## config.mk

```make
export PLATFORM = sky130hd
export DESIGN_NAME = ocia_mul
export DESIGN_NICKNAME = d
export VERILOG_FILES = /design/src/rtl/ocia_pkg.sv /design/src/rtl/ocia_mul.sv
export SDC_FILE = /design/constraint.sdc
export NUM_CORES = 2
export LEC_CHECK = 0
export ABC_CLOCK_PERIOD_IN_PS = 14200
export BUFFER_PORTS_ARGS = -buffer_cell sky130_fd_sc_hd__buf_2
export CAP_MARGIN = 20
export CORE_MARGIN = 2
export CORE_UTILIZATION = 64
export DETAILED_ROUTE_END_ITERATION = 7
export PLACE_DENSITY = 0.86
export SYNTH_ARGS = -nofsm -noshare
export SYNTH_HDL_FRONTEND = slang
export SYNTH_SLANG_ARGS = --single-unit
```

## constraint.sdc

```tcl
create_clock -name vclk -period 14.2
set_input_delay 2.84 -clock vclk [all_inputs]
set_output_delay 2.84 -clock vclk [all_outputs]
set_load 0.02 [all_outputs]
```

## src/rtl/ocia_pkg.sv

```systemverilog
// shared types and constants for the overflow-checked integer alu
package ocia_pkg;

	localparam int DATA_W          = 32;
	localparam int WIDE_W          = 2 * DATA_W;
	localparam int DIV_BITS        = 2;
	localparam int DIV_STAGES      = DATA_W / DIV_BITS;
	// input register, multiply register, divide stages, result register
	localparam int NSTG            = DIV_STAGES + 3;

	typedef enum logic [1:0] {
		MODE_ADD,
		MODE_SUB,
		MODE_MUL,
		MODE_DIV
	} mode_t;

	typedef enum logic [1:0] {
		ST_OK,
		ST_OVF,
		ST_DIV0
	} status_t;

	typedef struct packed {
		mode_t                     mode;
		logic signed [DATA_W-1:0]  operand_a;
		logic signed [DATA_W-1:0]  operand_b;
	} req_t;

	typedef struct packed {
		logic signed [DATA_W-1:0]  value;
		status_t                   status;
	} rsp_t;

	// work carried along the pipeline
	typedef struct packed {
		mode_t                     mode;
		logic signed [WIDE_W-1:0]  acc;
		logic [DATA_W-1:0]         rem;
		logic [DATA_W-1:0]         dq;
		logic [DATA_W-1:0]         dvs;
		logic                      neg;
		logic                      div0;
	} op_t;

	typedef struct packed {
		op_t                       op;
		logic signed [DATA_W-1:0]  a;
		logic signed [DATA_W-1:0]  b;
	} front_t;

endpackage

```

## src/rtl/ocia_mul.sv

```systemverilog
// signed 32x32 multiply, product replaces the accumulator for multiply mode
module ocia_mul import ocia_pkg::*; (
	input  front_t f,
	output op_t    o
);

	logic signed [WIDE_W-1:0] prod;

	assign prod = $signed(f.a) * $signed(f.b);

	always_comb begin
		o = f.op;
		if (f.op.mode == MODE_MUL) begin
			o.acc = prod;
		end
	end

endmodule

```

==> out/metrics.yaml <==
grt_max_degree: 105
grt_overflow: 0
status: "finished, final reports clean"
hold_end: "o[17]"
hold_depth: 0
fin_ws_ps: 302.6
crit_fanout: 32
synth-warning-count: 0
drt_iter0_markers: 2255
final_nets: 5540
synthTopCellsByCount: "fa_1, inv_1, nand2_1"
worstPathCellList: "buf_2, nand2_1, fa_1, fa_1, fa_1, fa_1, inv_1, fa_1, fa_1, fa_1, fa_1, ha_1, nand4_1, or4_1, o211ai_1, nand2_1, o21ai_0, mux2i_1, o21ai_0, buf_2"
syn_inst: 4146
areaGrowthSynthToFinish_pct: 1.577
crit_top_cell: "fa_1"
route.detailed.drc: 0
dr.pass1.iters: 8
die_w_um: 246.6
synth_top_area_share_pct: 57.49
vias: 28060
die_area_mm2: 0.06082
endpoint_kind: "output pin"
period_share_pct: 97.87
cp.arrival_ps: 11060
die_y_um: 246.6
start_util_pct: 65.05
setup_violations: 0
worst_hold_path_type: "input port to output pin"
slew_viol_final: 0
min_period_ps: 13900
synth.avg_cell_area_um2: 9.087
worst-path-buf-inv: 3
first_global_vias: 31370
hold_ws_ps: 5680
ys_seq_area_share_pct: 0
yosysTopAreaCell: "fa_1"
slew_headroom_pct: 42.38
numPortBuffers: 196
ios: 392
place_ws_ps: 472.1
final-hold-violation-count: 0
grt_pass1_wl_um: 163900
dp.final_hpwl_um: 84310
crit_path_start_kind: "input port"
synth_area_leaders: "fa_1, inv_1, and2_1"
rsz0062_at_grt: "no"
critPathKind: "input port to output pin"
slowest_stage: "fa_1"
fmax_ghz: 0.07196
final_core_util_pct: 66.08
core_area_mm2: 0.05792
ant_nets: 0
drv_cap: 0
yosysMostFrequentCell: "fa_1"
slowest_delay_ps: 990
hp-start: "f[81]"
n_sequential_cell: 0
gp_congestion: 0.9693
rows: 88
fin_tns_setup_ps: 0
tightest_slew_ps: 864.3
cts_hold_buf: 0
postCtsSetupRepairBufs: 0
grt_antenna_before_repair: 9
drive_gt1_share_pct: 6.083
seqCellArea_um2: 0
vias_per_cell: 5.829
grt_usage_pct: 35.05
synth_cell_type_count: 65
clockBufferCount: 0
wl_per_cell_um: 20.93
cts_resized: 0
critPathTopFamily: "adder cells"
synth_nets: 5640
wirelength_um: 100800
required_ps: 11360
synth_area_mm2: 0.03767
-- layout make-up --
class | instances | area (µm²)
Antenna cell | 5 | 12.51
Fill cell | 4410 | 19650
Inverter | 947 | 3555
Multi-Input combinational cell | 2865 | 32490
Tap cell | 765 | 957.2
Timing Repair Buffer | 232 | 1251
-- per-layer routing --
layer / track usage (%) / up-vias / share of wire (%)
met1: 40.27 / 14410 / 33
met5: 0 / - / 0.037
met2: 57.61 / 1548 / 49
met4: 26.70 / 6 / 9.3
met3: 7.538 / 504 / 9.2
li1: - / 11600 / -
-- kinds of logic (layout without fill, tap and decap cells) --
| kind of cell | Yosys count | after routing | share of synthesized area, % |
|---|---|---|---|
| AND/OR/NAND/NOR | 1266 | 1266 | 16.61 |
| AO/OA/AOI/OAI | 264 | 264 | 4.407 |
| multiplexers | 1 | 1 | 0.02657 |
| adder cells (fa/ha/maj) | 1266 | 1266 | 63.60 |
| buffers and inverters | 1281 | 1179 | 13.77 |
| XOR/XNOR | 68 | 68 | 1.581 |
| other | 0 | 5 | 0 |
-- cell usage in the layout, fill, tap and decap left out, types with 3 or more instances in the layout --
cell	netlist	final
diode_2	0	5
xnor2_1	45	45
a21o_1	39	39
nand3_1	18	18
xor2_1	23	23
buf_4	100	36
a211oi_1	5	5
a221o_1	4	4
a21boi_0	3	3
a31oi_1	5	5
nand2b_1	14	13
nor2b_1	8	8
o211ai_1	4	4
o21a_1	6	6
and2_1	514	514
o21ai_0	85	85
nor2_1	62	62
inv_1	947	947
fa_1	1082	1082
nor3_1	8	8
buf_2	4	196
a21oi_1	70	70
and3_1	9	9
o21bai_1	9	9
ha_1	184	184
nand2_1	599	599
nand4_1	18	18
o21ai_1	4	4
-- worst max-delay path by stage --
stage | from | to | slack (ps) | cells past startpoint
6_report | f[9] | o[160] | 300 | 20
5_1_grt | f[5] | o[160] | 0.7 | 28
2_1_floorplan | f[2] | o[156] | 1120 | 25
3_5_place_dp | f[9] | o[160] | 470 | 20
4_1_cts | f[9] | o[160] | 460 | 20
3_3_place_gp | f[9] | o[160] | 650 | 20
-- through the flow --
stage	instances	area (µm²)
after floorplan	4146	37670
after global placement	4809	38260
after detailed placement	4809	38260
after CTS	4809	38260
after global routing	4810	38260
final	4814	38270
Power is not shown: default switching activity piles up to over one toggle a cycle in this logic, so the estimate is an artifact.
