### src/rtl/ocia_pkg.sv
// shared types and constants for the overflow-checked integer alu
package ocia_pkg;

	localparam int DATA_W          = 32;
	localparam int WIDE_W          = 2 * DATA_W;
	localparam int DIV_BITS        = 2;
	localparam int DIV_STAGES      = DATA_W / DIV_BITS;
	// input register, multiply register, divide stages, result register
	localparam int NSTG            = DIV_STAGES + 3;

	typedef enum logic [1:0] {
		MODE_ADD,
		MODE_SUB,
		MODE_MUL,
		MODE_DIV
	} mode_t;

	typedef enum logic [1:0] {
		ST_OK,
		ST_OVF,
		ST_DIV0
	} status_t;

	typedef struct packed {
		mode_t                     mode;
		logic signed [DATA_W-1:0]  operand_a;
		logic signed [DATA_W-1:0]  operand_b;
	} req_t;

	typedef struct packed {
		logic signed [DATA_W-1:0]  value;
		status_t                   status;
	} rsp_t;

	// work carried along the pipeline
	typedef struct packed {
		mode_t                     mode;
		logic signed [WIDE_W-1:0]  acc;
		logic [DATA_W-1:0]         rem;
		logic [DATA_W-1:0]         dq;
		logic [DATA_W-1:0]         dvs;
		logic                      neg;
		logic                      div0;
	} op_t;

	typedef struct packed {
		op_t                       op;
		logic signed [DATA_W-1:0]  a;
		logic signed [DATA_W-1:0]  b;
	} front_t;

endpackage

### src/rtl/ocia_back.sv
// result select, quotient sign and overflow / divide-by-zero status
module ocia_back import ocia_pkg::*; (
	input  op_t  d,
	output rsp_t r
);

	logic [DATA_W:0] quo;
	logic            acc_ovf;

	assign quo     = d.neg ? (DATA_W+1)'(-{1'b0, d.dq}) : {1'b0, d.dq};
	assign acc_ovf = !((d.acc[WIDE_W-1:DATA_W-1] == '0) || (d.acc[WIDE_W-1:DATA_W-1] == '1));

	always_comb begin
		r.value  = d.acc[DATA_W-1:0];
		r.status = acc_ovf ? ST_OVF : ST_OK;
		if (d.mode == MODE_DIV) begin
			if (d.div0) begin
				r.value  = '0;
				r.status = ST_DIV0;
			end else begin
				r.value  = quo[DATA_W-1:0];
				r.status = (quo[DATA_W] != quo[DATA_W-1]) ? ST_OVF : ST_OK;
			end
		end
	end

endmodule

### config.mk
export PLATFORM = sky130hd
export DESIGN_NAME = ocia_back
export DESIGN_NICKNAME = d
export VERILOG_FILES = /design/src/rtl/ocia_pkg.sv /design/src/rtl/ocia_back.sv
export SDC_FILE = /design/constraint.sdc
export NUM_CORES = 1
export LEC_CHECK = 0
export BUFFER_PORTS_ARGS = -buffer_cell sky130_fd_sc_hd__buf_2
export CAP_MARGIN = 20
export CORE_AREA = 4 4 75 77
export DETAILED_ROUTE_END_ITERATION = 10
export DIE_AREA = 0 0 79 81
export GPL_ROUTABILITY_DRIVEN = 0
export PLACE_DENSITY = 0.84
export SLEW_MARGIN = 20
export SYNTH_ARGS = -nofsm -noshare
export SYNTH_HDL_FRONTEND = slang
export SYNTH_SLANG_ARGS = --single-unit
### constraint.sdc
create_clock -name vclk -period 5.2
set_input_delay 0.78 -clock vclk [all_inputs]
set_output_delay 0.78 -clock vclk [all_outputs]
set_load 0.005 [all_outputs]
==> results.md <==
* Diodes inserted at 0
* P_leak at 0.978 nW
* Fin crit period at 3.95 ns
* Pin count of the biggest net entering global routing at 42
* Post-synthesis to final-layout area growth at 56.0%
* Largest cells by area after synthesis: sky130_fd_sc_hd__xor2_1 (19%), sky130_fd_sc_hd__nand2_1 (13%), sky130_fd_sc_hd__o21ai_0 (11%)
* DRC at 0
* Number of top-level design ports at 198
* Result of the run: complete, no violations
* Inst Count DP at 400
* Antenna violations before repair at 0
* Fin nets at 497
* Max capacitance violation total at 0
* Horizontal die dimension at approximately 80 um
* Area enclosed by the die boundary at 6400 um^2
* Combined global-route utilization of all metal layers at 0.157
* Worst vdd ir at 0.0235 mV
* RSZ-0062 raised after global routing: false
* Portion of the clock cycle consumed by the worst path in the final layout at 0.761
* Slew Limit Headroom at 0.656
* Critical Path Sink Type: primary output
* First-pass detailed-route iteration total at 4
* Crit path arrival time at 3.17 ns
* Register Area at 0 um^2
* Total count of max-transition violations in the final report at 0
* Synthesized cell area at 1260 um^2
* Starting density of the core at 0.252
* Syn_nets at 374
* Sequential share of the synthesized area at 0
* Final-report setup violation count at 0
* Final setup TNS at 0 ns
* Transition time of the tightest slew-check pin at just over 0.5 ns
* Number of global-route vias before repair at 1936
* Final core occ at 0.394
* Crit path required time at 4.42 ns
* Post-CTS resize count at 0
* Synth Warn # at 0
* Aggregate routed wire length at 5.62 mm
* Mean instance size in the synthesized netlist at 6.05 um^2
* Final cell count without fillers at 400
* Sum of net half-perimeters after detailed placement at approximately 4.7 mm
* Vias post-DR at 2023
* Most area-hungry cell type in the Yosys netlist: sky130_fd_sc_hd__xor2_1
* Average wire length per cell after detail routing at 14.0 um
* Hold buffer count at cts at 0
* Post-synth top area share at 0.194
* Most frequent cells after synthesis: sky130_fd_sc_hd__nand2_1 (44), sky130_fd_sc_hd__o21ai_0 (29), sky130_fd_sc_hd__xor2_1 (28)
* Fraction of layout cells with a size suffix above 1 at 0.433
* Post-CTS Repair Setup Buffers at 0
* Remaining antenna violation count at 0
* Number of inserted filler cells in the final layout at approximately 570
* Total chip power at 0.144 mW
* Unique cell type count in the Yosys netlist at 36
* CLK BUF at 0
* Core Area at 5010 um^2
* Overall die height at 81 um
* Wire length of the first global-routing pass at 8.36 mm
* Seq Cell Count at 0
* Post-detailed-route via-to-cell ratio at 5.06
* IO Port Bufs at 134
* First-iteration detailed-routing DRC count at 60
* Total gr overflow at 0
* Crit Path Category: input pin to primary output
* Cell with the most instances after synthesis: sky130_fd_sc_hd__nand2_1
* Highest clock frequency the design can meet at 253 MHz
* Hold Vio Cnt, Final at 0
* Classification of the worst-slack hold path: input pin to primary output
* Post-synthesis cell count at 209
* Total power density per cell area at 73.2 nW/um^2
* Biggest fanout along the worst timing path at 11
* Number of rows in the core area at 26
* Worst Setup Start Kind: input pin
-- cell usage in the layout, fill, tap and decap left out, types with 2 or more instances in the layout --
cell type,instances
sky130_fd_sc_hd__buf_2,134
sky130_fd_sc_hd__nand2_1,44
sky130_fd_sc_hd__o21ai_0,29
sky130_fd_sc_hd__xor2_1,28
sky130_fd_sc_hd__o31ai_1,16
sky130_fd_sc_hd__nand4_1,12
sky130_fd_sc_hd__o41ai_1,10
sky130_fd_sc_hd__nor4_1,8
sky130_fd_sc_hd__nor3_1,6
sky130_fd_sc_hd__nor2_1,5
sky130_fd_sc_hd__or3_1,4
sky130_fd_sc_hd__inv_1,3
sky130_fd_sc_hd__or2_2,3
sky130_fd_sc_hd__nand3_1,3
sky130_fd_sc_hd__nor2b_1,2
sky130_fd_sc_hd__and2b_1,2
sky130_fd_sc_hd__a31oi_1,2
sky130_fd_sc_hd__or4_1,2
-- path summary, 6_finish.rpt --
| kind | start | endpoint | slack, ns | cells past startpoint |
|---|---|---|---|---|
| max | d[34] | r[20] | 1.25 | 9 |
| min | d[118] | r[22] | 1.82 | 4 |
-- worst max-delay path: stages --
cell	delay, ns
sky130_fd_sc_hd__buf_2	0.12
sky130_fd_sc_hd__inv_1	0.10
sky130_fd_sc_hd__ha_1	0.22
sky130_fd_sc_hd__nor3b_1	0.37
sky130_fd_sc_hd__nand4_1	0.50
sky130_fd_sc_hd__o41ai_1	0.58
sky130_fd_sc_hd__xor2_1	0.14
sky130_fd_sc_hd__o31ai_1	0.21
sky130_fd_sc_hd__buf_2	0.15
-- per-layer routing --
layer,vias up,part of all wire,track usage
li1,1030,-,-
met1,904,0.42,0.182
met2,89,0.50,0.312
met3,0,0.085,0.0288
met4,0,0,0.00172
met5,-,0,0
-- cell type report --
cell class         count  area (um^2)  share of cell area
multi-input cells    192         1190               0.606
repair buffers       135          678               0.344
well taps             70         87.6              0.0444
inverters              3         11.3             0.00571
-- report_power, final --
part           internal, mW  leakage (nW)  switching (mW)
clock network             0             0               0
logic                0.0692         0.978          0.0751
registers                 0             0               0
-- kinds of logic after synthesis --
group,count (synthesis),share of synthesized area
compound gates,62,0.322
xor+xnor,29,0.201
fa+ha+maj,1,0.00990
buf+inv,17,0.0545
mux,1,0.00792
simple gates,99,0.405
-- metrics by stage --
step           hold WS [ns]  area (um^2)  setup slack [ns]
3_3_place_gp           1.83         1970              1.28
2_1_floorplan          1.65         1260              2.06
3_5_place_dp           1.83         1970              1.26
4_1_cts                1.83         1970              1.24
5_1_grt                1.84         1970             0.924
6_report               1.82         1970              1.25
No activity file was read; power rests on OpenSTA's default activity.
