[config.mk]
export PLATFORM = sky130hd
export DESIGN_NAME = ocia_front
export DESIGN_NICKNAME = d
export VERILOG_FILES = /design/src/rtl/ocia_pkg.sv /design/src/rtl/ocia_front.sv
export SDC_FILE = /design/constraint.sdc
export NUM_CORES = 1
export LEC_CHECK = 0
export BUFFER_PORTS_ARGS = -buffer_cell sky130_fd_sc_hd__buf_4
export CAP_MARGIN = 20
export CORE_AREA = 2 2 113 115
export DETAILED_ROUTE_END_ITERATION = 10
export DIE_AREA = 0 0 115 117
export PLACE_DENSITY = 0.74
export SETUP_SLACK_MARGIN = 0.3
export SYNTH_ARGS = -nofsm -noshare
export SYNTH_HDL_FRONTEND = slang
export SYNTH_SLANG_ARGS = --single-unit
[constraint.sdc]
create_clock -name vclk -period 13.8
set_clock_uncertainty 0.05 [all_clocks]
set_input_delay 0.69 -clock vclk [all_inputs]
set_output_delay 0.69 -clock vclk [all_outputs]
set_load 0.005 [all_outputs]
[src/rtl/ocia_pkg.sv]
// shared types and constants for the overflow-checked integer alu
package ocia_pkg;

	localparam int DATA_W          = 32;
	localparam int WIDE_W          = 2 * DATA_W;
	localparam int DIV_BITS        = 2;
	localparam int DIV_STAGES      = DATA_W / DIV_BITS;
	// input register, multiply register, divide stages, result register
	localparam int NSTG            = DIV_STAGES + 3;

	typedef enum logic [1:0] {
		MODE_ADD,
		MODE_SUB,
		MODE_MUL,
		MODE_DIV
	} mode_t;

	typedef enum logic [1:0] {
		ST_OK,
		ST_OVF,
		ST_DIV0
	} status_t;

	typedef struct packed {
		mode_t                     mode;
		logic signed [DATA_W-1:0]  operand_a;
		logic signed [DATA_W-1:0]  operand_b;
	} req_t;

	typedef struct packed {
		logic signed [DATA_W-1:0]  value;
		status_t                   status;
	} rsp_t;

	// work carried along the pipeline
	typedef struct packed {
		mode_t                     mode;
		logic signed [WIDE_W-1:0]  acc;
		logic [DATA_W-1:0]         rem;
		logic [DATA_W-1:0]         dq;
		logic [DATA_W-1:0]         dvs;
		logic                      neg;
		logic                      div0;
	} op_t;

	typedef struct packed {
		op_t                       op;
		logic signed [DATA_W-1:0]  a;
		logic signed [DATA_W-1:0]  b;
	} front_t;

endpackage

[src/rtl/ocia_front.sv]
// operand decode: add/subtract, magnitudes and sign for the divider
module ocia_front import ocia_pkg::*; (
	input  req_t   req,
	output front_t f
);

	logic [DATA_W:0]   sum_w;
	logic [DATA_W:0]   a_x;
	logic [DATA_W:0]   b_x;

	assign a_x = {req.operand_a[DATA_W-1], req.operand_a};
	assign b_x = {req.operand_b[DATA_W-1], req.operand_b};

	always_comb begin
		case (req.mode)
			MODE_SUB: sum_w = a_x - b_x;
			default:  sum_w = a_x + b_x;
		endcase
	end

	always_comb begin
		f          = '0;
		f.a        = req.operand_a;
		f.b        = req.operand_b;
		f.op.mode  = req.mode;
		f.op.acc   = {{(WIDE_W-DATA_W-1){sum_w[DATA_W]}}, sum_w};
		f.op.rem   = '0;
		f.op.dq    = req.operand_a[DATA_W-1] ? DATA_W'(-req.operand_a) : req.operand_a;
		f.op.dvs   = req.operand_b[DATA_W-1] ? DATA_W'(-req.operand_b) : req.operand_b;
		f.op.neg   = req.operand_a[DATA_W-1] ^ req.operand_b[DATA_W-1];
		f.op.div0  = (req.operand_b == '0);
	end

endmodule

==> results of run 1 <==
-- cell usage after synthesis, types with 4 or more instances --
| cell type | n |
|---|---|
| ha_1 | 35 |
| a21oi_1 | 42 |
| o211ai_1 | 4 |
| nor2_1 | 32 |
| or3_1 | 15 |
| a211oi_1 | 4 |
| nand3_1 | 7 |
| nand4_1 | 6 |
| nor3_1 | 16 |
| a21o_1 | 5 |
| o31ai_1 | 21 |
| o21a_1 | 5 |
| xor2_1 | 42 |
| a31oi_1 | 4 |
| and2_1 | 5 |
| nand2_1 | 71 |
| xnor2_1 | 75 |
| inv_1 | 18 |
| buf_4 | 131 |
| nor2b_1 | 7 |
| nand2b_1 | 9 |
| o31a_1 | 6 |
| o21ai_0 | 42 |
| clkbuf_1 | 18 |
| or4_1 | 7 |
-- through the flow --
| step | hold WS, ps | cell area [um2] |
|---|---|---|
| 2_1_floorplan | 1364 | 4736 |
| 3_3_place_gp | 1515 | 5858 |
| 3_5_place_dp | 1516 | 5858 |
| 4_1_cts | 1516 | 5858 |
| 5_1_grt | 1522 | 5858 |
| 6_report | 1516 | 5858 |
-- layout make-up --
type,count,area [um2],share of cell area [%]
Inverter,18,67.56,1.153
Multi-Input combinational cell,536,3613,61.68
Tap cell,150,187.7,3.204
Timing Repair Buffer,265,1989,33.96
-- power by group through the flow --
| stage | combinational (W) | sequential (W) | clock [W] |
|---|---|---|---|
| finish | 0.000363 | 0 | 0 |
| floorplan | 0.000227 | 0 | 0 |
| detailed placement | 0.000363 | 0 | 0 |
| CTS | 0.000365 | 0 | 0 |
| global route | 0.000402 | 0 | 0 |
| global placement | 0.000361 | 0 | 0 |
-- how the worst max path moves through the flow --
| stage | start | endpoint | slack, ps | depth (start not counted) |
|---|---|---|---|---|
| 2_1_floorplan | req[1] | f[195] | 6920 | 18 |
| 3_3_place_gp | req[1] | f[222] | 7990 | 19 |
| 3_5_place_dp | req[1] | f[222] | 7890 | 19 |
| 4_1_cts | req[1] | f[222] | 7860 | 19 |
| 5_1_grt | req[1] | f[222] | 7440 | 19 |
| 6_report | req[1] | f[200] | 7860 | 19 |
-- routing by layer --
layer	global-route usage [%]	wire length [um]	vias up	part of all wire (%)
met5	0	0	-	0
met1	29.92	7030	2190	49
met3	0.6179	824	8	5.7
met4	1.285	110	0	0.76
met2	31.80	6528	175	45
li1	-	-	2491	-
-- kinds of logic after synthesis --
logic type	count (synthesis)	synth area share (%)
compound gates	152	20.72
xor+xnor	117	22.18
fa+ha+maj	36	9.913
buf+inv	169	24.40
other cells	1	0.08118
simple gates	199	22.70
==> flow_summary.toml, run 1 <==
[floorplanning]
rows = 41
initial_core_util_pct = 37.52
die_x_um = 115
core_mm2 = 0.01231
die_h_um = 117
die-area_mm2 = 0.01346
io_pins = 294

[synth]
avgSynthCellArea_um2 = 6.854
syn-cell-area_mm2 = 0.004619
synthTopCellsByArea = "buf_4 21%, xnor2_1 14%, ha_1 9.5%"
synth_top_area_share_pct = 21.29
yosys.area.top_type = "buf_4"
ys_warn_count = 0
seq_area_frac_synth_pct = 0
yosysUniqueCellTypes = 56
synthCells = 674

[global_route]
grt_pass1_vias = 4149
grt_antenna_before_repair = 0
grt_max_degree = 42
grt_overflow_total = 0
grt_usage_pct = 19.54
grt_pass1_wl_mm = 21.62

[power]
power.leakage_nw = 2.842
vdd_drop_max_mv = 0.02180
p_per_area_mw_per_mm2 = 61.96
p_comb_share_pct = 100.0
power.share.sequential_pct = 0
total_power_w = 0.0003630
power_switching_w = 0.0001747
sw_frac_of_total_pct = 48.14
clkPwrFrac_pct = 0
intPower_w = 0.0001882

[clocking]
cts_setup_buffers = 0
cts_resized = 0
holdBufCountCts = 0

[hold_path]
hold_depth = 2
holdPathEnd = "f[1]"
holdCritStartpoint = "req[1]"
hold_path_class = "in2out"

[job]
maxCapViolCount = 0

[placed_design]
place_congestion = 0.9107
dp_hpwl_mm = 12.17
portBuffers = 262
dp.cells = 969
place_ws_ps = 7887

[worst_setup_path]
crit_top_cell = "buf_4"
path_delay_family = "simple AND/OR/NAND/NOR gates"
cpPeakStageDelay_ps = 520
crit_path_top_delay_cell = "or4b_1"
cp_num_buf_inv = 4
crit_path_max_fanout = 32
crit_required_ps = 13060
cp-start-kind = "input pin"
critical_path_class = "in2out"
cp-end-kind = "primary output"
arrival_ps = 5200
path_cells = "buf_4 > inv_1 > ha_1 > or4b_1 > or3_1 > nand2b_4 > nand3b_4 > or3_4 > o31ai_1 > xor2_1 > ha_1 > nor2b_1 > or3_1 > and2_1 > o21ai_0 > o31ai_1 > nor3_2 > buf_4 > buf_4"

[route]
drc = 0
wire_per_inst_um = 14.96
ant_nets = 0
first_pass_iters = 4
drt_iter0_markers = 176
drt_wl_total_mm = 14.49
routed_via_density = 5.020
num_vias = 4864

[timing]
slew_viol_final = 0
min_period_over_period_pct = 43.01
setup_viol = 0
fmax_mhz = 168.5
rsz0062_at_grt = "no"
fin_tns_setup_ps = 0
worst_slew_pin_slew_ps = 567.5
finalCriticalPeriod_ps = 5936
slew-limit-headroom_pct = 61.87
hold_viol = 0
layout_setup_ws_ps = 7864

[layout]
fin_cells = 969
clkbuf_count = 0
seq_cell_count = 0
area_growth_pct = 26.81
antenna_cells = 0
drive_above_1_share_pct = 34.19
final_common_cell = "buf_4"
layout_common_cells = "265 x buf_4, 75 x xnor2_1, 71 x nand2_1"
post-route-util_pct = 47.58
final_nets = 923
ff_latch_area_um2 = 0
fillCellCount = 1305

[run_status]
status = "completed"
Power figures use the tool's default switching activity.
==> run 2: changes to the inputs <==
==> constraint.sdc (replaced) <==
create_clock -name vclk -period 5.55
set_clock_uncertainty 0.05 [all_clocks]
set_input_delay 0.2775 -clock vclk [all_inputs]
set_output_delay 0.2775 -clock vclk [all_outputs]
set_load 0.005 [all_outputs]
==> flow_summary.toml, run 2 (synthesized netlist as in run 1, its figures left out) <==
[timing]
hold_ws_ps = 687.8
finalCriticalPeriod_ps = 4947
worst_slew_pin_slew_ps = 602.0
min_period_over_period_pct = 89.13
setup_viol = 0
rsz0062_at_grt = "no"
fin_tns_setup_ps = 0
slew_viol_final = 0
layout_setup_ws_ps = 603.3
slew-limit-headroom_pct = 59.56
hold_viol = 0
fmax_mhz = 202.2

[route]
drt_wl_total_mm = 14.48
ant_nets = 0
wire_per_inst_um = 14.95
routed_via_density = 5.044
drc = 0
drt_iter0_markers = 208
first_pass_iters = 4
num_vias = 4888

[placed_design]
portBuffers = 262
placed_area_mm2 = 0.005864
place_congestion = 0.9133
dp_hpwl_mm = 12.35
place_ws_ps = 404.6

[global_route]
grt_usage_pct = 19.64
grt_overflow_total = 0
grt_max_degree = 42
grt_antenna_before_repair = 0
grt_pass1_vias = 4211
grt_pass1_wl_mm = 21.80

[layout]
final_nets = 923
final_common_cell = "buf_4"
ff_latch_area_um2 = 0
clkbuf_count = 0
area_growth_pct = 27.25
seq_cell_count = 0
design_area_mm2 = 0.005878
layout_common_cells = "264 x buf_4, 75 x xnor2_1, 71 x nand2_1"
drive_above_1_share_pct = 34.31
antenna_cells = 0

[floorplanning]
core_mm2 = 0.01231
die-area_mm2 = 0.01346
rows = 41
io_pins = 294
die_h_um = 117
initial_core_util_pct = 37.52
die_x_um = 115

[power]
p_comb_share_pct = 100.0
clkPwrFrac_pct = 0
power_switching_w = 0.0004381
power.leakage_nw = 2.848
sw_frac_of_total_pct = 48.08
vdd_drop_max_mv = 0.05164
intPower_w = 0.0004731
power.share.sequential_pct = 0
p_per_area_mw_per_mm2 = 155.0

[worst_setup_path]
arrival_ps = 4620
cp-end-kind = "primary output"
critical_path_class = "in2out"
crit_path_max_fanout = 32
crit_required_ps = 5220
cp-start-kind = "input pin"

[job]
maxCapViolCount = 0

[run_status]
status = "completed"

[hold_path]
hold_path_class = "in2out"

[clocking]
holdBufCountCts = 0
[run 2: cell types whose count changed in the layout (fill, tap and decap cells not counted)]
cell       change
a2111oi_0      -1
a2111oi_1      +1
buf_4          -1
buf_8          +1
nor3_2         -1
nor3_4         +1
o311ai_0       -1
o311ai_1       +1
or3_1          -1
or3_4          +1
[run 2: worst max-delay path: stages]
cell and delay (ps):
buf_4 120, inv_1 80, ha_1 200, or4b_1 520, or3_4 440, nand2b_4 190
nand3b_4 190, or3_4 380, o31ai_1 240, xor2_1 180, ha_1 300, nor2b_1 160
or3_1 330, and2_1 170, o21ai_0 140, o31ai_1 120, nor3_4 210, buf_8 220
buf_4 140
[run 2: power groups by stage]
stage	Clock (W)	Combinational [W]	Sequential (W)
6_report	0	0.000911	0
5_1_grt	0	0.00101	0
4_1_cts	0	0.000911	0
3_5_place_dp	0	0.000908	0
3_3_place_gp	0	0.000904	0
2_1_floorplan	0	0.000562	0
[run 2: layout make-up]
type                            count  area [um2]
Timing Repair Buffer              265        1997
Multi-Input combinational cell    536        3626
Fill cell                        1332        6434
Tap cell                          150       187.7
Inverter                           18       67.56
[run 2: path summary, 6_finish.rpt]
check | startpoint | endpoint | slack, ps | depth (start not counted)
min | req[64] | f[226] | 690 | 2
max | req[1] | f[219] | 600 | 19
[run 2: what timing repair did]
item	4_1_cts	5_1_grt
gates resized for setup	0	5
buffers inserted	0	0
setup endpoints to repair	0	33
[run 2: layer usage]
layer / track usage [%] / vias to the layer above / share of wire [%] / wire length (um)
li1: - / 2487 / - / -
met1: 29.57 / 2201 / 46 / 6705
met2: 32.47 / 188 / 46 / 6680
met3: 0.3605 / 12 / 6.5 / 937
met4: 2.008 / 0 / 1.1 / 161
met5: 0 / - / 0 / 0
[run 2: metrics by stage]
step,total power (W),std cells,util (%)
global placement,0.0009039,969,47.63
CTS,0.0009106,969,47.63
global route,0.001005,969,47.74
finish,0.0009112,969,47.74
detailed placement,0.0009079,969,47.63
floorplan,0.0005619,705,-
