**src/rtl/ocia_pkg.sv**
```systemverilog
// shared types and constants for the overflow-checked integer alu
package ocia_pkg;

	localparam int DATA_W          = 32;
	localparam int WIDE_W          = 2 * DATA_W;
	localparam int DIV_BITS        = 2;
	localparam int DIV_STAGES      = DATA_W / DIV_BITS;
	// input register, multiply register, divide stages, result register
	localparam int NSTG            = DIV_STAGES + 3;

	typedef enum logic [1:0] {
		MODE_ADD,
		MODE_SUB,
		MODE_MUL,
		MODE_DIV
	} mode_t;

	typedef enum logic [1:0] {
		ST_OK,
		ST_OVF,
		ST_DIV0
	} status_t;

	typedef struct packed {
		mode_t                     mode;
		logic signed [DATA_W-1:0]  operand_a;
		logic signed [DATA_W-1:0]  operand_b;
	} req_t;

	typedef struct packed {
		logic signed [DATA_W-1:0]  value;
		status_t                   status;
	} rsp_t;

	// work carried along the pipeline
	typedef struct packed {
		mode_t                     mode;
		logic signed [WIDE_W-1:0]  acc;
		logic [DATA_W-1:0]         rem;
		logic [DATA_W-1:0]         dq;
		logic [DATA_W-1:0]         dvs;
		logic                      neg;
		logic                      div0;
	} op_t;

	typedef struct packed {
		op_t                       op;
		logic signed [DATA_W-1:0]  a;
		logic signed [DATA_W-1:0]  b;
	} front_t;

endpackage

```
**src/rtl/ocia_div_step.sv**
```systemverilog
// restoring divide, DIV_BITS quotient bits per stage on magnitudes
module ocia_div_step import ocia_pkg::*; (
	input  op_t d,
	output op_t q
);

	always_comb begin
		logic [DATA_W:0]   t;
		logic [DATA_W-1:0] rem;
		logic [DATA_W-1:0] dq;
		rem = d.rem;
		dq  = d.dq;
		for (int i = 0; i < DIV_BITS; i++) begin
			t  = {rem, dq[DATA_W-1]};
			dq = {dq[DATA_W-2:0], 1'b0};
			if (t >= {1'b0, d.dvs}) begin
				rem   = DATA_W'(t - {1'b0, d.dvs});
				dq[0] = 1'b1;
			end else begin
				rem = t[DATA_W-1:0];
			end
		end
		q     = d;
		q.rem = rem;
		q.dq  = dq;
	end

endmodule

```
**config.mk**
```make
export PLATFORM = sky130hd
export DESIGN_NAME = ocia_div_step
export DESIGN_NICKNAME = d
export VERILOG_FILES = /design/src/rtl/ocia_pkg.sv /design/src/rtl/ocia_div_step.sv
export SDC_FILE = /design/constraint.sdc
export NUM_CORES = 1
export LEC_CHECK = 0
export ABC_AREA = 1
export CORE_AREA = 2 2 129 131
export DETAILED_ROUTE_END_ITERATION = 7
export DIE_AREA = 0 0 131 133
export DONT_BUFFER_PORTS = 1
export PLACE_DENSITY_LB_ADDON = 0.15
export SETUP_SLACK_MARGIN = 0.2
export SYNTH_ARGS = -nofsm -noshare
export SYNTH_HDL_FRONTEND = slang
export SYNTH_SLANG_ARGS = --single-unit
```
**constraint.sdc**
```tcl
create_clock -name vclk -period 5.6
set_clock_uncertainty 0.2 [all_clocks]
set_input_delay 0.56 -clock vclk [all_inputs]
set_output_delay 0.56 -clock vclk [all_outputs]
set_load 0.1 [all_outputs]
```
==> results of run 1 <==
[cell type report]
class / count / share of cell area [%]
inverters: 219 / 11.5
well taps: 220 / 3.84
multi-input cells: 911 / 71.7
repair buffers: 55 / 12.9
[through the flow]
| stage | utilization (%) | hold WS [ns] | instances |
|---|---|---|---|
| 2_1_floorplan | - | 1.13 | 1274 |
| 3_3_place_gp | 40.6 | 0.921 | 1390 |
| 3_5_place_dp | 40.6 | 0.921 | 1390 |
| 4_1_cts | 40.9 | 0.921 | 1391 |
| 5_1_grt | 44.3 | 0.920 | 1405 |
| 6_report | 44.3 | 0.920 | 1405 |
[routing by layer]
metal	part of all wire (%)	vias up	GRT usage, %	routed length (um)
li1	-	3696	-	-
met1	43	3238	36.5	11500
met2	45	358	48.0	12100
met3	9.0	79	4.53	2420
met4	3.4	0	8.39	917
met5	0	-	0	0
[report_power, final]
group | leakage, nW | internal [mW] | switching, mW
registers | 0 | 0 | 0
logic | 4.05 | 0.940 | 1.93
clock network | 0 | 0 | 0
[critical path: cells and delay by family]
| family | cells | cell delay [ns] |
|---|---|---|
| buffers and inverters | 6 | 0.73 |
| and+or+nand+nor | 14 | 1.80 |
| adders and majority gates | 2 | 0.78 |
| AOI/OAI and AO/OA | 4 | 0.59 |
[cell usage after synthesis, types with 4 or more instances]
master | instances | area, um^2
inv_1 | 215 | 807
a21o_1 | 9 | 67.6
o21ai_0 | 25 | 125
xnor2_1 | 16 | 140
buf_4 | 133 | 998
inv_2 | 4 | 15.0
a31oi_1 | 5 | 31.3
o21bai_1 | 5 | 37.5
a21oi_1 | 50 | 250
xor2_1 | 26 | 228
nand3b_1 | 6 | 45.0
nand2_1 | 458 | 1720
and2_1 | 7 | 43.8
ha_1 | 64 | 801
nand3_1 | 76 | 380
nand4_1 | 50 | 313
o211ai_1 | 4 | 30.0
nor2_1 | 83 | 312
buf_2 | 13 | 65.1
[final timing paths]
| check | to | cells after the start |
|---|---|---|
| max | q[95] | 26 |
| min | q[5] | 0 |
[timing repair]
action                                  in CTS  in global routing
endpoints found under the setup margin      32                 33
gates cloned                                 1                 10
gates resized for setup                      5                 80
endpoints found under the hold margin        0                  0
pin swaps                                    1                  5
buffers inserted                             0                  4
[placed cells by master, fill, tap and decap left out, types with 5 or more instances in the layout]
cell,netlist,layout
nand3_4,2,5
o21bai_1,5,5
a21oi_1,50,47
buf_12,0,36
inv_1,215,214
nand3_1,76,76
o21ai_0,25,21
ha_1,64,38
ha_2,0,13
nand2_2,1,11
ha_4,0,13
xnor2_1,16,16
nand4_1,50,50
a21o_1,9,9
buf_4,133,14
nand3b_1,6,6
nor2_1,83,73
xor2_1,26,26
nor2_2,3,10
and2_1,7,7
nand2_1,458,446
[kinds of logic (layout without fill, tap and decap cells)]
family	count (synthesis)	count (layout)	synth area share, %
AO/OA/AOI/OAI	102	102	8.64
adder cells (fa/ha/maj)	66	66	12.7
AND/OR/NAND/NOR	694	701	44.1
buffers and inverters	370	274	29.0
XOR/XNOR	42	42	5.54
==> flow_summary.yaml, run 1 <==
power_and_ir_drop:
  powerDensity_nw_per_um2: 400
  peakVddDrop_mv: 0.388
  leakage_nw: 4.05
  p_total_mw: 2.87
logic_synthesis:
  syn_inst: 1274
  syn-mean-instance-area_um2: 5.21
  ys_seq_area_share_pct: 0
  yosysUniqueCellTypes: 34
  synth_nets: 1504
  yosysWarnings: 0
  synth_area_um2: 6640
floorplan:
  boundaryPins: 328
  rows: 47
  die_w_um: 131
  start_util_pct: 41.0
  die_h_um: 133
  core_um2: 16200
  die-area_um2: 17400
finish:
  seq_cell_count: 0
  multi_input_area_um2: 5140
  seq_area_um2: 0
  fillers: 1817
  nClkBuffers: 0
  fin_nets: 1417
  synthToLayoutAreaGrowth_pct: 8.07
  fin_area_um2: 7170
  drive_gt1_share_pct: 11.2
  n_antenna_cell: 0
sta:
  setup_viol: 0
  slew_viol_final: 0
  worst_pin_slew_ns: 0.559
  slew_headroom_pct: 62.8
  period_minus_slack_ns: 5.24
  hold_viol: 0
  fin_crit_sh_pct: 93.6
  timing.final.ws_setup_ns: 0.357
  tns_ns: 0
  timing.fmax_mhz: 191
  rsz0062_at_grt: "yes"
job:
  maxCapViolCount: 0
critical_path:
  cp_max_fo: 8
  cp.arrival_ns: 4.48
  slowest_stage: "ha_1"
  slowest_delay_ns: 0.41
  worstSetupPathType: "input port to primary output"
  worstSetupEndpointType: "primary output"
  cp.required_ns: 4.84
  cpMostUsedCell: "nand2_1"
  startpoint: "d[28]"
  worst_setup_path_start_kind: "input port"
place:
  post-dp-hpwl_mm: 22.2
  placed_area_um2: 6570
  gp_congestion: 0.973
  place_ws_ns: 0.134
  io_buffers: 0
worst_hold_path:
  min_path_type: "input port to primary output"
  hold_path_startpoint: "d[5]"
global_routing:
  grt_pass1_vias: 6702
  grt_usage_pct: 28.3
  grt_max_degree: 35
  antenna_found_initial: 0
  grt_pass1_wl_mm: 37.9
  grt_overflow: 0
route:
  vias_per_cell: 5.25
  wirelength_mm: 26.9
  drc: 0
  drt_pass1_iterations: 6
  drt.antenna.violating_nets: 0
  drtIter0Drc: 641
  via_count: 7371
  post_drt_wl_per_cell_um: 19.1
status:
  outcome: "finished clean"
clock_tree:
  cts_hold_buf: 0
Note: power is estimated with default switching activity, not from simulation.
==> run 2: changes to the inputs <==
CORE_AREA = unset   (was 2 2 129 131)
CORE_MARGIN = 5   (was unset)
CORE_UTILIZATION = 45   (was unset)
DIE_AREA = unset   (was 0 0 131 133)
==> flow_summary.yaml, run 2 (synthesis results as in run 1) <==
global_routing:
  grt_pass1_vias: 6868
  grt_usage_pct: 26.8
  grt_overflow: 0
  antenna_found_initial: 0
  grt_pass1_wl_mm: 38.0
  grt_max_degree: 34
power_and_ir_drop:
  p_total_mw: 2.82
  powerDensity_nw_per_um2: 407
  leakage_nw: 4.01
  pwr-share-clk_pct: 0
  p_seq_share_pct: 0
  p_sw_mw: 1.91
  p_int_mw: 0.914
  peakVddDrop_mv: 0.545
  power_frac_comb_pct: 100.0
  p_sw_share_pct: 67.6
worst_hold_path:
  hold_path_startpoint: "d[115]"
  min_to: "q[115]"
  min_path_type: "input port to primary output"
  whs_path_depth: 0
critical_path:
  worstSetupPathType: "input port to primary output"
  cp_max_fo: 23
  cp.required_ns: 4.84
  worst_setup_path_start_kind: "input port"
  worstSetupEndpointType: "primary output"
  cp.arrival_ns: 4.55
sta:
  slew_headroom_pct: 64.4
  setup_viol: 0
  worst_pin_slew_ns: 0.534
  rsz0062_at_grt: "yes"
  tns_ns: 0
  period_minus_slack_ns: 5.31
  slew_viol_final: 0
  fin_crit_sh_pct: 94.7
  hold_viol: 0
  whs_ns: 0.920
  timing.fmax_mhz: 188
  timing.final.ws_setup_ns: 0.295
place:
  placed_area_um2: 6510
  gp_congestion: 0.972
  io_buffers: 0
  place_ws_ns: 0.154
  post-dp-hpwl_mm: 21.5
  placed_cells: 1353
floorplan:
  die_w_um: 131
  boundaryPins: 328
  die_h_um: 131
  rows: 44
  core_um2: 14500
  start_util_pct: 45.8
  die-area_um2: 17300
job:
  maxCapViolCount: 0
clock_tree:
  cts_hold_buf: 0
route:
  drc: 0
  drt.antenna.violating_nets: 0
  vias_per_cell: 5.35
  drt_pass1_iterations: 6
  drtIter0Drc: 680
  via_count: 7272
  post_drt_wl_per_cell_um: 18.8
  wirelength_mm: 25.6
finish:
  fin_nets: 1407
  layout_common_cells: "nand2_1, inv_1, nand3_1"
  layout_commonest_cell: "nand2_1"
  fin_area_um2: 6930
  stdcell_count: 1359
  drive_gt1_share_pct: 9.62
  nClkBuffers: 0
  postLayoutCoreUtil_pct: 47.9
  seq_area_um2: 0
  synthToLayoutAreaGrowth_pct: 4.43
  n_antenna_cell: 0
  seq_cell_count: 0
status:
  outcome: "finished clean"
run 2: worst max path at each step:
stage | endpoint | slack (ns) | cells past startpoint | from
2_1_floorplan | q[73] | 0.45 | 24 | d[26]
4_1_cts | q[73] | 0.20 | 25 | d[14]
6_report | q[73] | 0.29 | 27 | d[23]
5_1_grt | q[77] | 0.14 | 27 | d[23]
3_5_place_dp | q[96] | 0.15 | 23 | d[25]
3_3_place_gp | q[96] | 0.08 | 23 | d[25]
run 2: metal layers:
layer  part of all wire [%]  wire (um)  global-route usage, %
met1                     43      10900                   34.7
met2                     46      11900                   46.6
met3                    8.1       2070                   4.55
met4                    2.8        720                   5.83
met5                      0          0                      0
run 2: cell type report:
type	count	area, um^2
Inverter	219	825
Multi-Input combinational cell	907	5030
Fill cell	1673	7550
Timing Repair Buffer	49	848
Tap cell	184	230
run 2: power by group through the flow:
stage / Combinational, mW / Sequential (mW) / Clock [mW]
after floorplan: 2.26 / 0 / 0
after global placement: 2.70 / 0 / 0
after detailed placement: 2.70 / 0 / 0
after CTS: 2.71 / 0 / 0
after global routing: 2.97 / 0 / 0
final: 2.82 / 0 / 0
run 2: worst max-delay path: stages:
cell	delay (ns)
inv_1	0.08
ha_2	0.39
nand2_1	0.12
nor2_2	0.18
nand2_1	0.12
nor2_1	0.11
nand2_1	0.11
nand2_1	0.13
a21oi_4	0.07
buf_12	0.15
buf_12	0.15
nand3_1	0.09
nand2_1	0.09
ha_1	0.36
nand2_1	0.08
nand2_1	0.10
a21oi_1	0.16
nand2_1	0.12
nand2_1	0.08
nand2_1	0.13
nand4_1	0.13
nand2_2	0.09
nand2_4	0.14
buf_12	0.19
nand4_1	0.18
nand2_1	0.18
buf_12	0.19
run 2: what timing repair did:
item                                    4_1_cts  5_1_grt
buffers inserted                              0        2
pin swaps                                     0        5
endpoints found under the setup margin       18       33
resized for setup                             3       69
gates cloned                                  0        4
==> run 3: changes to the inputs <==
CELL_PAD_IN_SITES_DETAIL_PLACEMENT = 1   (was unset)
CELL_PAD_IN_SITES_GLOBAL_PLACEMENT = 1   (was unset)
CORE_UTILIZATION = 43   (was 45)
==> flow_summary.yaml, run 3 (synthesis results as in run 1) <==
status:
  outcome: "finished clean"
critical_path:
  worst_setup_path_start_kind: "input port"
  cp.arrival_ns: 4.55
  worstSetupPathType: "input port to primary output"
  worstSetupEndpointType: "primary output"
  cp_max_fo: 32
  cp.required_ns: 4.84
floorplan:
  start_util_pct: 43.8
  die_h_um: 134
  boundaryPins: 328
  die_w_um: 134
  rows: 45
  die-area_um2: 18000
  core_um2: 15100
finish:
  drive_gt1_share_pct: 10.3
  layout_commonest_cell: "nand2_1"
  layout_common_cells: "nand2_1, inv_1, nand3_1"
  fin_nets: 1415
  seq_area_um2: 0
  postLayoutCoreUtil_pct: 45.9
  nClkBuffers: 0
  fillers: 2230
  seq_cell_count: 0
  synthToLayoutAreaGrowth_pct: 4.77
route:
  wirelength_mm: 28.7
  post_drt_wl_per_cell_um: 21.0
  drt.antenna.violating_nets: 0
  drtIter0Drc: 429
  drt_pass1_iterations: 5
  drc: 0
  vias_per_cell: 5.54
  via_count: 7604
sta:
  fin_crit_sh_pct: 94.7
  slew_viol_final: 0
  slew_headroom_pct: 60.8
  tns_ns: 0
  setup_viol: 0
  hold_viol: 0
  period_minus_slack_ns: 5.31
  rsz0062_at_grt: "yes"
  timing.fmax_mhz: 188
  worst_pin_slew_ns: 0.588
power_and_ir_drop:
  leakage_nw: 4.04
  p_total_mw: 2.87
  powerDensity_nw_per_um2: 413
  peakVddDrop_mv: 0.500
global_routing:
  grt_pass1_vias: 7519
  grt_pass1_wl_mm: 41.2
  grt_max_degree: 35
  antenna_found_initial: 1
  grt_usage_pct: 28.9
  grt_overflow: 0
job:
  maxCapViolCount: 0
worst_hold_path:
  min_path_type: "input port to primary output"
place:
  gp_congestion: 0.975
  io_buffers: 0
  post-dp-hpwl_mm: 24.2
-- run 3: metal layers --
| metal | part of all wire, % | vias up | track usage (%) | wire (um) |
|---|---|---|---|---|
| li1 | - | 3681 | - | - |
| met1 | 41 | 3544 | 34.1 | 11800 |
| met2 | 48 | 299 | 51.6 | 13700 |
| met3 | 7.4 | 80 | 6.00 | 2130 |
| met4 | 4.1 | 0 | 10.6 | 1180 |
| met5 | 0 | - | 0 | 0 |
-- run 3: timing repair --
| item | in CTS | in global routing |
|---|---|---|
| gates resized for setup | 8 | 67 |
| hold buffers | 0 | 0 |
| buffers inserted | 0 | 10 |
| cloned | 1 | 5 |
| endpoints found under the setup margin | 33 | 33 |
| pin swaps | 1 | 5 |
-- run 3: per-stage QoR --
stage	hold WS, ns	instance area [um^2]	cells	setup slack [ns]
3_3_place_gp	0.921	6500	1355	0.0933
6_report	0.920	6950	1372	0.295
4_1_cts	0.921	6550	1356	0.209
2_1_floorplan	1.13	6640	1274	0.446
3_5_place_dp	0.921	6500	1355	0.0462
5_1_grt	0.920	6950	1372	0.0433
-- run 3: path summary, 6_finish.rpt --
kind	slack, ns	to	cells past startpoint	startpoint
max	0.29	q[76]	26	d[18]
min	0.92	q[115]	0	d[115]
-- run 3: power by group --
part / switching, mW / total [mW] / leakage, nW / internal, mW
Sequential: 0 / 0 / 0 / 0
Combinational: 1.95 / 2.87 / 4.04 / 0.922
Clock: 0 / 0.0000000244 / 0.00000634 / 0.0000000244
Total: 1.95 / 2.87 / 4.04 / 0.922
-- run 3: area by class of cell --
cell class	count	area, um^2	area share [%]
Antenna cell	1	2.50	0.0360
Inverter	219	826	11.9
Multi-Input combinational cell	909	5020	72.2
Tap cell	188	235	3.38
Timing Repair Buffer	55	871	12.5
-- run 3: critical path, cell delays in order --
cell,delay (ns)
inv_1,0.06
ha_1,0.38
nand2_1,0.14
nor2_2,0.18
nand2_1,0.15
nor3_2,0.18
nand2_2,0.11
nand3_2,0.11
nand2_4,0.11
buf_12,0.20
nand3_1,0.08
nand2_1,0.13
ha_2,0.42
nand2_1,0.11
nor2_1,0.16
and2_1,0.14
nand2_1,0.05
nand2_1,0.14
nand4_1,0.10
nand2_1,0.15
nand2_4,0.08
clkbuf_4,0.20
nand3_4,0.14
nand2_1,0.12
nand2_1,0.12
buf_12,0.18
